==> src/rtl/core/rrps_pkg.sv <==
// Package for the rotated rectangle pixel scan core.
// Holds fixed widths, controller states and controller/datapath command types.
`timescale 1ns / 1ps
package rrps_pkg;

  localparam int OUT_W    = 16;
  localparam int DIR_W    = 16;
  localparam int DIR_FRAC = 14;

  typedef enum logic [3:0] {
    S_IDLE,
    S_OFF,
    S_CORN,
    S_INIT,
    S_ROW,
    S_CHECK,
    S_COL,
    S_ELOAD,
    S_EMUL,
    S_DSTART,
    S_EDIV,
    S_EFIN,
    S_NEWROW,
    S_OUT
  } state_t;

  typedef struct packed {
    logic       latch_in;
    logic       mul_off;
    logic [1:0] off_idx;
    logic       build_corners;
    logic       init_scan;
    logic       step_row;
    logic       set_fin;
    logic       inc_col;
    logic       edge_load;
    logic       edge_upper;
    logic       edge_mul;
    logic       edge_vert;
    logic       div_start;
    logic       edge_store;
    logic       new_row;
    logic       out_load;
  } dp_cmd_t;

  typedef struct packed {
    logic loop_go;
    logic col_past;
    logic vertical;
    logic div_done;
    logic finished;
  } dp_sts_t;

endpackage

==> src/rtl/core/rrps_ctrl.sv <==
// Controller of the pixel scan core: sequences load, row step, column interpolation.
// Depends on rrps_pkg; drives rrps_datapath through dp_cmd_t.
`timescale 1ns / 1ps
module rrps_ctrl (
  input  logic              clk,
  input  logic              rst_n,
  input  logic              in_valid,
  input  logic              in_action,
  output logic              in_ready,
  output logic              out_valid,
  input  logic              out_ready,
  input  rrps_pkg::dp_sts_t sts,
  output rrps_pkg::dp_cmd_t cmd
);

  import rrps_pkg::*;

  localparam logic ACT_LOAD = 1'b0;

  state_t     state_r, state_nxt;
  logic [1:0] cnt_r, cnt_nxt;
  logic       upper_r, upper_nxt;
  logic       out_valid_r, out_valid_nxt;
  logic       slot_free;

  assign slot_free = !out_valid_r || out_ready;

  // next state
  always_comb begin
    state_nxt = state_r;
    cnt_nxt   = cnt_r;
    upper_nxt = upper_r;
    case (state_r)
      S_IDLE: begin
        if (in_valid) begin
          cnt_nxt = 2'd0;
          if (in_action == ACT_LOAD) state_nxt = S_OFF;
          else if (sts.finished)     state_nxt = S_OUT;
          else                       state_nxt = S_ROW;
        end
      end
      S_OFF: begin
        cnt_nxt = cnt_r + 1'b1;
        if (cnt_r == 2'd3) state_nxt = S_CORN;
      end
      S_CORN:  state_nxt = S_INIT;
      S_INIT:  state_nxt = S_ROW;
      S_ROW:   state_nxt = S_CHECK;
      S_CHECK: state_nxt = sts.loop_go ? S_COL : S_OUT;
      S_COL: begin
        upper_nxt = 1'b0;
        state_nxt = sts.col_past ? S_OUT : S_ELOAD;
      end
      S_ELOAD: state_nxt = S_EMUL;
      S_EMUL: begin
        if (!sts.vertical) begin
          state_nxt = S_DSTART;
        end else if (upper_r) begin
          state_nxt = S_NEWROW;
        end else begin
          upper_nxt = 1'b1;
          state_nxt = S_ELOAD;
        end
      end
      S_DSTART: state_nxt = S_EDIV;
      S_EDIV:   if (sts.div_done) state_nxt = S_EFIN;
      S_EFIN: begin
        if (upper_r) begin
          state_nxt = S_NEWROW;
        end else begin
          upper_nxt = 1'b1;
          state_nxt = S_ELOAD;
        end
      end
      S_NEWROW: state_nxt = S_CHECK;
      S_OUT:    if (slot_free) state_nxt = S_IDLE;
      default:  state_nxt = S_IDLE;
    endcase
  end

  // commands
  always_comb begin
    cmd            = '0;
    cmd.off_idx    = cnt_r;
    cmd.edge_upper = upper_r;
    in_ready       = 1'b0;
    case (state_r)
      S_IDLE: begin
        in_ready     = 1'b1;
        cmd.latch_in = in_valid;
      end
      S_OFF:    cmd.mul_off       = 1'b1;
      S_CORN:   cmd.build_corners = 1'b1;
      S_INIT:   cmd.init_scan     = 1'b1;
      S_ROW:    cmd.step_row      = 1'b1;
      S_CHECK: begin
        cmd.inc_col = sts.loop_go;
        cmd.set_fin = !sts.loop_go;
      end
      S_COL:    cmd.set_fin   = sts.col_past;
      S_ELOAD:  cmd.edge_load = 1'b1;
      S_EMUL: begin
        cmd.edge_vert = sts.vertical;
        cmd.edge_mul  = !sts.vertical;
      end
      S_DSTART: cmd.div_start  = 1'b1;
      S_EDIV:   cmd.div_start  = 1'b0;
      S_EFIN:   cmd.edge_store = 1'b1;
      S_NEWROW: cmd.new_row    = 1'b1;
      S_OUT:    cmd.out_load   = slot_free;
      default:  cmd            = '0;
    endcase
  end

  always_comb begin
    out_valid_nxt = out_valid_r;
    if (cmd.out_load)    out_valid_nxt = 1'b1;
    else if (out_ready)  out_valid_nxt = 1'b0;
  end

  always_ff @(posedge clk) begin
    if (!rst_n) begin
      state_r     <= S_IDLE;
      cnt_r       <= 2'd0;
      upper_r     <= 1'b0;
      out_valid_r <= 1'b0;
    end else begin
      state_r     <= state_nxt;
      cnt_r       <= cnt_nxt;
      upper_r     <= upper_nxt;
      out_valid_r <= out_valid_nxt;
    end
  end

  assign out_valid = out_valid_r;

endmodule

==> config.mk <==
export PLATFORM = sky130hd
export DESIGN_NAME = rrps_ctrl
export DESIGN_NICKNAME = d
export VERILOG_FILES = /design/src/rtl/core/rrps_pkg.sv /design/src/rtl/core/rrps_ctrl.sv
export SDC_FILE = /design/constraint.sdc
export NUM_CORES = 1
export LEC_CHECK = 0
export BUFFER_PORTS_ARGS = -buffer_cell sky130_fd_sc_hd__buf_2
export CAP_MARGIN = 10
export CORE_MARGIN = 5
export CORE_UTILIZATION = 45
export DETAILED_ROUTE_END_ITERATION = 12
export PLACE_DENSITY_LB_ADDON = 0.2
export SLEW_MARGIN = 20
export SYNTH_ARGS = -nofsm -noshare
export SYNTH_HDL_FRONTEND = slang
export SYNTH_SLANG_ARGS = --single-unit
export TNS_END_PERCENT = 50
==> constraint.sdc <==
create_clock -name clk -period 1.9 [get_ports clk]
set_input_delay 0 -clock clk [delete_from_list [all_inputs] [get_ports clk]]
set_output_delay 0 -clock clk [all_outputs]
set_load 0.1 [all_outputs]
## Yosys cells after proc, flatten, opt, wreduce, memory -nomap -nowiden

Index checks and enable logic that the tools add are counted.

| storage, ports and cells | value |
|---|---|
| register bits after elaboration | 8 |
| bits in latches | 0 |
| bits in writable memories | 0 |
| bits in read-only memories | 0 |
| bits of input ports | 10 |
| output and inout bits | 19 |
| word-level logic and storage cells | 70 |
| memories kept | 0 |

| cells by class | value |
|---|---|
| add/sub/neg operators | 1 |
| multipliers | 0 |
| divide/modulo/power cells | 0 |
| $lt $le $gt $ge | 0 |
| equal/unequal tests | 19 |
| shift-type cells | 0 |
| muxes and demuxes | 33 |
| bitwise logic cells | 0 |
| reductions and logical operators | 13 |

Operators by type and width:

| kind | number |
|---|---|
| $pmux 4 s13 | 1 |
| $mux 4 | 10 |
| $eq 4x4->1 const B | 6 |
| $eq 4x3->1 const B | 4 |
| $mux 1 | 16 |
| $reduce_or 14->1 | 1 |
| $ne 2x2->1 const B | 5 |
| $eq 4x2->1 const B | 2 |
| $mux 2 | 3 |
| $eq 4x1->1 const B | 1 |
| $logic_not 4->1 | 1 |
| $pmux 2 s2 | 1 |
| $reduce_and 2->1 | 2 |
| $reduce_and 4->1 | 1 |
| $reduce_bool 2->1 | 2 |
| $logic_not 1->1 | 3 |
| $pmux 1 s3 | 1 |
| $reduce_bool 3->1 | 1 |
| $add 2x1->2 const B | 1 |
| $eq 2x2->1 const B | 1 |
| $pmux 1 s2 | 1 |
| $reduce_or 2->1 | 1 |
| $logic_or 1x1->1 | 1 |

## Depth between registers and ports, before layout

Gate-level depths: netlist of the first run.

| logic depth | value |
|---|---|
| depth in word-level cells | 4 |
| mapped depth | 6 |
| mapped depth without buffers | 5 |

## Least setup slack after synthesis of the first run

Ideal clock, no wire load.

| timing path | value |
|---|---|
| path type | reg-to-reg |
| start point | register state_r[2] |
| end point | register cnt_r[1] |
| library setup time | 0.121 ns |
| arrival time | 4.712 ns |
| required time | 1.779 ns |
| slack | -2.933 ns |
| cell stages (with the launch flop) | 6 |
| buffers on the path | 1 |
| period minus slack after synthesis | 4.833 ns |
| path through | dfxtp_1 > buf_6 > nor4_1 > and2_1 > nand3b_1 > a21oi_1 |

| between the ends | value |
|---|---|
| longest elaborated chain between the ends | 3 |
| elaborated cells on any way between the ends | 6 |
| those cells by class | eq/ne (2); mux (1); reduce/logical (3) |

RTL lines:

| item | RTL line | text |
|---|---|---|
| from (decl) | rrps_ctrl.sv:20 | `state_t state_r, state_nxt;` |
| from (signal assigned) | rrps_ctrl.sv:128 | `state_r <= state_nxt;` |
| $eq 4x1->1 or $logic_not 4->1 (tied branches) | rrps_ctrl.sv:33 | `case (state_r)` |
| $reduce_bool 2->1 (no source line) or $ne 2x2->1 (tied branches) | -- |  |
| $reduce_and 2->1 (no source line) | -- |  |
| to (signal assigned) | rrps_ctrl.sv:129 | `cnt_r <= cnt_nxt;` |
| to (decl) | rrps_ctrl.sv:21 | `logic [1:0] cnt_r, cnt_nxt;` |

Parallel ways exist; a longest one is shown, timed or not.
A chain may end at the register's enable or synchronous reset.

==> results of run 1 <==
-- metal layers --
| metal | vias up | share of wire [%] | wire length, um |
|---|---|---|---|
| met5 | - | 0 | 0 |
| li1 | 467 | - | - |
| met2 | 36 | 47 | 1060 |
| met1 | 442 | 46 | 1030 |
| met4 | 0 | 2.6 | 58 |
| met3 | 9 | 4.6 | 104 |
-- flip-flops by register name (all words and copies together), names as in the netlist --
| register | cells |
|---|---|
| cnt_r | 2 |
| out_valid | 1 |
| state_r | 4 |
| upper_r | 1 |
-- power by group --
group	switching, uW	total, uW	internal (uW)
logic	1120	1630	509
clock network	61.0	133	72.5
registers	150	375	225
-- cells in the final DEF, fill, tap and decap left out, types with 2 or more instances in the layout --
cell type,instances
nor3_1,3
o21ai_0,8
nor2_1,11
nor4bb_1,2
clkbuf_4,3
nor2b_1,7
nand2_1,10
a211oi_1,2
buf_12,11
inv_1,7
dfxtp_1,6
nand3_1,2
and2_1,3
buf_4,4
nand2b_1,6
nor3_4,3
a21oi_1,8
buf_2,17
-- worst min-delay path, cell delays in order --
cell and delay [ns]:
buf_2 0.09, or3_1 0.10, a211oi_1 0.06
-- final cells by class --
| class | count | share of cell area, % |
|---|---|---|
| clock buffer | 3 | 1.87 |
| inverter | 7 | 2.18 |
| multi-input combinational | 92 | 51.8 |
| sequential | 8 | 13.7 |
| tap | 25 | 2.60 |
| timing repair buffer | 32 | 27.9 |
-- stage by stage --
step                setup WS, ns  util, %  hold WS, ns  setup TNS [ns]  cells
CTS                       0.0726     70.3       0.0366               0    167
finish                    0.0880     70.5       0.0286               0    167
global route             0.00574     70.5       0.0415               0    167
floorplan                 -0.439        -        0.146           -2.69    116
global placement           0.243     68.9        0.285               0    164
detailed placement         0.154     68.9        0.300               0    164
-- cells by family (layout without fill, tap and decap cells) --
kind of cell,Yosys count,in the layout,share of synthesized area (%)
adders and majority gates,1,1,1.55
buffers and inverters,16,42,9.64
muxes,1,1,1.24
DFF,8,8,19.9
and+or+nand+nor,58,58,41.5
AOI/OAI and AO/OA,32,32,26.1
-- worst max-delay path by stage --
stage               startpoint          to  depth (start not counted)
finish              state_r[2]      cmd[5]                          4
global route        state_r[2]      cmd[5]                          4
CTS                 state_r[3]      cmd[5]                          3
detailed placement  state_r[3]  state_r[1]                          4
global placement    state_r[1]  state_r[0]                          4
floorplan           state_r[2]    cnt_r[1]                          5
==> results.cfg, run 1 <==
[layout]
final_area_um2 = 1200
multi_input_area_um2 = 623
antenna_cells = 0
seq_area_um2 = 165
fin_nets = 155
drive_gt1_share_pct = 32.4
area_growth_pct = 49.6
fillerInstances = 140

[global_routing]
antenna_found_initial = 0
grt_pass1_vias = 896
met1_usage_pct = 23.1
grt_util_all_layers_pct = 18.4
use_met2_pct = 30.2
met3_usage_pct = 2.85
grt_busiest_layer = met2
grt_max_degree = 26
overflow = 0
grt_pass1_wl_mm = 3.86

[floorplanning]
core.rowCount = 15
die_width_um = 52.3
die_h_um = 52.3
io_pins = 29
start_util_pct = 47.1
core_um2 = 1710
die-area_um2 = 2730

[min_path]
hold_path.class = in2reg
hold_depth = 3
holdPathEnd = state_r[1]
worstHoldStart = sts[1]

[setup_path]
path_buf_inv = 2
worstSetupPathType = reg2out
crit_arrival_ns = 1.81
crit_family = simple AND/OR/NAND/NOR gates
r2r_end = state_r[1]
crit_fanout = 10
r2r_slack_ns = 0.17
critPathMaxStageDelay_ns = 0.44
startpoint_type = register
crit_path_cell_trace = buf_4 > nor4b_2 > nor2b_1 > buf_12
timing.rr.start = state_r[2]
cpMaxStageDelayCell = dfxtp_1
rr_worst_depth = 5
end_kind = output pin
cp.required_ns = 1.90

[logic_synthesis]
synth_commonest_cells = nor2_1, nand2_1, a21oi_1, dfxtp_1, o21ai_0
yosys.area.top_type = dfxtp_1
syn_inst = 116
seq_area_frac_synth_pct = 19.9
syn_nets = 127
synth_cell_types = 42
ys.flop_type = dfxtp_1
synth-edff-count = 0
ys_ff_latch = 8
ys_warn_count = 0
netlist_area_um2 = 805
synth.most_common_cell = nor2_1
ys_async_sr_fraction_pct = 0
synth_area_leaders = dfxtp_1, nor2b_1, nor2_1
netlist.area_leader.share_pct = 19.9
syn_avg_cell_area_um2 = 6.94

[sta]
maxSlewViolCount = 0
min_period_ns = 1.81
finalSetupViolCount = 0
fmax_mhz = 552
slew_headroom_pct = 67.8
period_share_pct = 95.4
worst_slew_pin_slew_ns = 0.487
finClkSkew_ns = 0.00630
hold_viol_final = 0
rsz0062_at_grt = no

[route]
drtIter0Drc = 19
ant_nets = 0
drcViolationCount = 0
vias_per_cell = 5.71
wire_per_inst_um = 13.5
finalWirelength_mm = 2.25
dr.pass1.iters = 4
route.vias.total = 954

[outcome]
status = completed

[clocking]
hold_buffers = 0
cts_tree = yes
h-tree-depth = 1
cts-buffers-inserted = 3
clk_pin_slew_ns = 0.06
clk_latency_ns = 0.26
clock-sinks = 8
cts_buffer_depth = 2
cts_root_buffer = clkbuf_4
cts_resized = 0
cts_setup_buffers = 0

[run]
maxCapViolCount = 0

[power]
ir_drop_uv = 843
totalPowerFinal_uw = 2140
power_density_nw_per_um2 = 1780
leakage_uw = 0.000484

[placement]
hpwl_mm = 1.79
portBuffers = 28
gp_congestion = 0.853
placed_area_um2 = 1180
Note: power is estimated with default switching activity, not from simulation.
==> inputs of run 2 (changes only) <==
CORE_UTILIZATION = 33   (was 45)
clock period = 2.2 ns   (was 1.9 ns; I/O delays follow)
==> run 2 against run 1 <==
Utilization decreased by 26 points. Sequential share of layout area increased by 2.3 points. Non-clock buffer count unchanged. Clock-buffer cell count unchanged. Design area decreased by 17%. Register-to-register slack improved by 0.15 ns. Critical path depth decreased by 1. First-iteration DRC count increased by 5.3%. Wire length decreased by 1.2%. Critical endpoint is now cmd[15]. Clock power decreased by 8%. Combinational power decreased by 23%. Final cell count increased by 1.8%.
==> results.cfg, run 2 (synthesized netlist as in run 1, its figures left out) <==
[floorplanning]
die_width_um = 59.4
io_pins = 29
die_h_um = 59.4
core.rowCount = 17
start_util_pct = 35.3
core_um2 = 2280
die-area_um2 = 3530

[layout]
mostFrequentLayoutCell = buf_2
final_area_um2 = 1000
largest_register_ffs = 4
area_growth_pct = 24.4
reg_top3 = state_r (4), cnt_r (2)
layout_common_cells = buf_2, nor2_1, nand2_1
top_register = state_r
fillerInstances = 243
layout.cells.non_filler = 170
drive_gt1_share_pct = 28.2
fin_nets = 155
antenna_cells = 0

[clocking]
hold_buffers = 0
h-tree-depth = 1
cts_setup_buffers = 0
cts_tree = yes
cts-buffers-inserted = 3
cts_resized = 0
clk_latency_ns = 0.26
clk_pin_slew_ns = 0.06
cts_buffer_depth = 2
clock-sinks = 8
cts_root_buffer = clkbuf_4

[sta]
hold_viol_final = 0
period_share_pct = 91.2
finClkSkew_ns = 0.00328
fmax_mhz = 498
finalSetupViolCount = 0
worst_slew_pin_slew_ns = 0.691
hold-worst-slack_ns = 0.0209
min_period_ns = 2.01
slew_headroom_pct = 53.8
maxSlewViolCount = 0
rsz0062_at_grt = no

[global_routing]
grt_max_degree = 23
grt_pass1_vias = 868
antenna_found_initial = 0
grt_pass1_wl_mm = 3.82
overflow = 0
grt_util_all_layers_pct = 13.7

[setup_path]
crit_arrival_ns = 2.01
end_kind = output pin
r2r_slack_ns = 0.32
cp.required_ns = 2.20
worstSetupPathType = reg2out
startpoint_type = register
crit_fanout = 22

[route]
wl_met2_mm = 1.05
drtIter0Drc = 20
vias_per_cell = 5.44
wire_per_inst_um = 13.1
dr_wl_met3_um = 126
drcViolationCount = 0
route.vias.total = 925
ant_nets = 0
dr.pass1.iters = 4
top_layer = met4
finalWirelength_mm = 2.23
wl_met1_mm = 1.02

[power]
power_density_nw_per_um2 = 1670
ir_drop_uv = 836
totalPowerFinal_uw = 1670
leakage_uw = 0.000442

[placement]
gp_congestion = 0.790
placed_area_um2 = 978
place_inst = 167
portBuffers = 28
hpwl_mm = 1.75

[min_path]
hold_path.class = in2reg

[run]
maxCapViolCount = 0

[outcome]
status = completed
-- run 2: cell counts in the layout (fill, tap and decap cells not counted) --
No cell type changed its count.
-- run 2: cell type report --
cell class,instances,area (um^2),share of cell area (%)
well taps,28,35.0,3.50
inverters,7,26.3,2.63
clock buffers,3,22.5,2.25
flip-flops and latches,8,160,16.0
repair buffers,32,170,17.0
multi-input cells,92,587,58.6
-- run 2: path summary, 6_finish.rpt --
| kind | cells past startpoint | from | to |
|---|---|---|---|
| worst max-delay path | 3 | state_r[1] | cmd[15] |
| worst min-delay path | 3 | rst_n | state_r[3] |
| worst max register to register | 4 | state_r[1] | state_r[1] |
| worst min register to register | 2 | cnt_r[1] | cnt_r[1] |
-- run 2: stage by stage --
stage	setup WS [ns]	TNS [ns]	util, %
after floorplan	-0.784	-2.95	-
after global placement	0.437	0	43.0
after detailed placement	0.380	0	43.0
after CTS	0.209	0	44.0
after global routing	0.0557	0	44.0
final	0.194	0	44.0
-- run 2: layer usage --
metal	up-vias	GRT usage (%)
met2	35	21.8
met1	416	18.7
met3	4	2.18
met4	0	3.88
met5	-	0
li1	470	-
-- run 2: critical path, cell delays in order (launching register included) --
cell and delay [ns]:
dfxtp_1 0.53, or4b_4 0.67, inv_1 0.11, buf_2 0.43
-- run 2: power by group --
group / leakage (uW) / internal [uW] / switching, uW / total (uW)
logic: 0.000363 / 334 / 913 / 1250
registers: 0.0000653 / 188 / 115 / 303
clock network: 0.0000138 / 63.0 / 58.8 / 122
total: 0.000442 / 586 / 1090 / 1670
==> inputs of run 3 (changes only) <==
PLACE_DENSITY = 0.69   (was default)
PLACE_DENSITY_LB_ADDON = default   (was 0.2)
==> run 3 against run 2 <==
First-iteration DRC count rose by 75%. Global-route usage fell by 0.69 points. Clock-buffer cell count unchanged.
==> results.cfg, run 3 (synthesized netlist as in run 1, its figures left out) <==
[run]
maxCapViolCount = 0

[setup_path]
crit_arrival_ns = 2.06
end_kind = output pin
startpoint_type = register
crit_fanout = 21
cp.required_ns = 2.20
worstSetupPathType = reg2out
r2r_slack_ns = 0.36

[route]
drtIter0Drc = 35
drcViolationCount = 0
route.vias.total = 930
vias_per_cell = 5.47
wire_per_inst_um = 13.1
finalWirelength_mm = 2.23
dr.pass1.iters = 4
ant_nets = 0

[clocking]
clk_pin_slew_ns = 0.06
clk_latency_ns = 0.26
cts_tree = yes
clock-sinks = 8
h-tree-depth = 1
cts-buffers-inserted = 3
cts_root_buffer = clkbuf_4
cts_setup_buffers = 0
cts_resized = 0
hold_buffers = 0
cts_buffer_depth = 2

[outcome]
status = completed

[floorplanning]
core.rowCount = 17
die_width_um = 59.4
io_pins = 29
die_h_um = 59.4
start_util_pct = 35.3
die-area_um2 = 3530
core_um2 = 2280

[sta]
fmax_mhz = 486
finClkSkew_ns = 0.0139
layout_setup_ws_ns = 0.144
worst_slew_pin_slew_ns = 0.736
rsz0062_at_grt = no
hold_viol_final = 0
maxSlewViolCount = 0
period_share_pct = 93.5
slew_headroom_pct = 50.9
min_period_ns = 2.06
finalSetupViolCount = 0

[global_routing]
grt_pass1_vias = 797
grt_util_all_layers_pct = 13.0
antenna_found_initial = 0
overflow = 0
grt_pass1_wl_mm = 3.58
grt_max_degree = 22

[placement]
portBuffers = 28
hpwl_mm = 1.75
gp_congestion = 0.827
dp_slack_ns = 0.412

[layout]
reg_top3 = state_r (4), cnt_r (2)
layout_common_cells = buf_2, nor2_1, nand2_1
area_growth_pct = 24.4
largest_register_ffs = 4
top_register = state_r
multi_input_area_um2 = 587
fin_nets = 155
seq_area_um2 = 160
antenna_cells = 0
mostFrequentLayoutCell = buf_2
fillerInstances = 238
drive_gt1_share_pct = 28.2

[min_path]
hold_path.class = in2reg
-- run 3: metrics by stage --
stage	instance area (um^2)	util, %	instances	TNS (ns)	hold slack (ns)
floorplan	825	-	116	-2.95	0.146
global placement	978	43.0	167	0	0.300
detailed placement	978	43.0	167	0	0.306
CTS	1000	44.0	170	0	0.0253
global route	1000	44.0	170	0	0.0529
finish	1000	44.0	170	0	0.0371
-- run 3: cell type report --
type / count / share of cell area, %
tap: 28 / 3.50
clock buffer: 3 / 2.25
inverter: 7 / 2.63
timing repair buffer: 32 / 17.0
multi-input combinational: 92 / 58.6
sequential: 8 / 16.0
-- run 3: critical path, cell delays in order, from the launching register on --
cell	delay (ns)
dfxtp_1	0.80
nor4b_2	0.39
nand2_1	0.13
inv_1	0.07
buf_2	0.42
-- run 3: worst paths after layout --
check | start | endpoint | cells past startpoint
max | state_r[3] | cmd[4] | 4
min reg2reg | cnt_r[1] | cnt_r[1] | 2
min | rst_n | state_r[3] | 3
max reg2reg | state_r[3] | state_r[0] | 4
-- run 3: metal layers --
layer	GRT usage, %	share of wire, %	routed length, um
met2	19.3	44	974
met3	3.05	11	244
met5	0	0	0
met1	18.5	45	1010
met4	3.24	0	0
Power of run 3 is not shown: default switching activity piles up to over one toggle a cycle in this logic, so the estimate is an artifact.
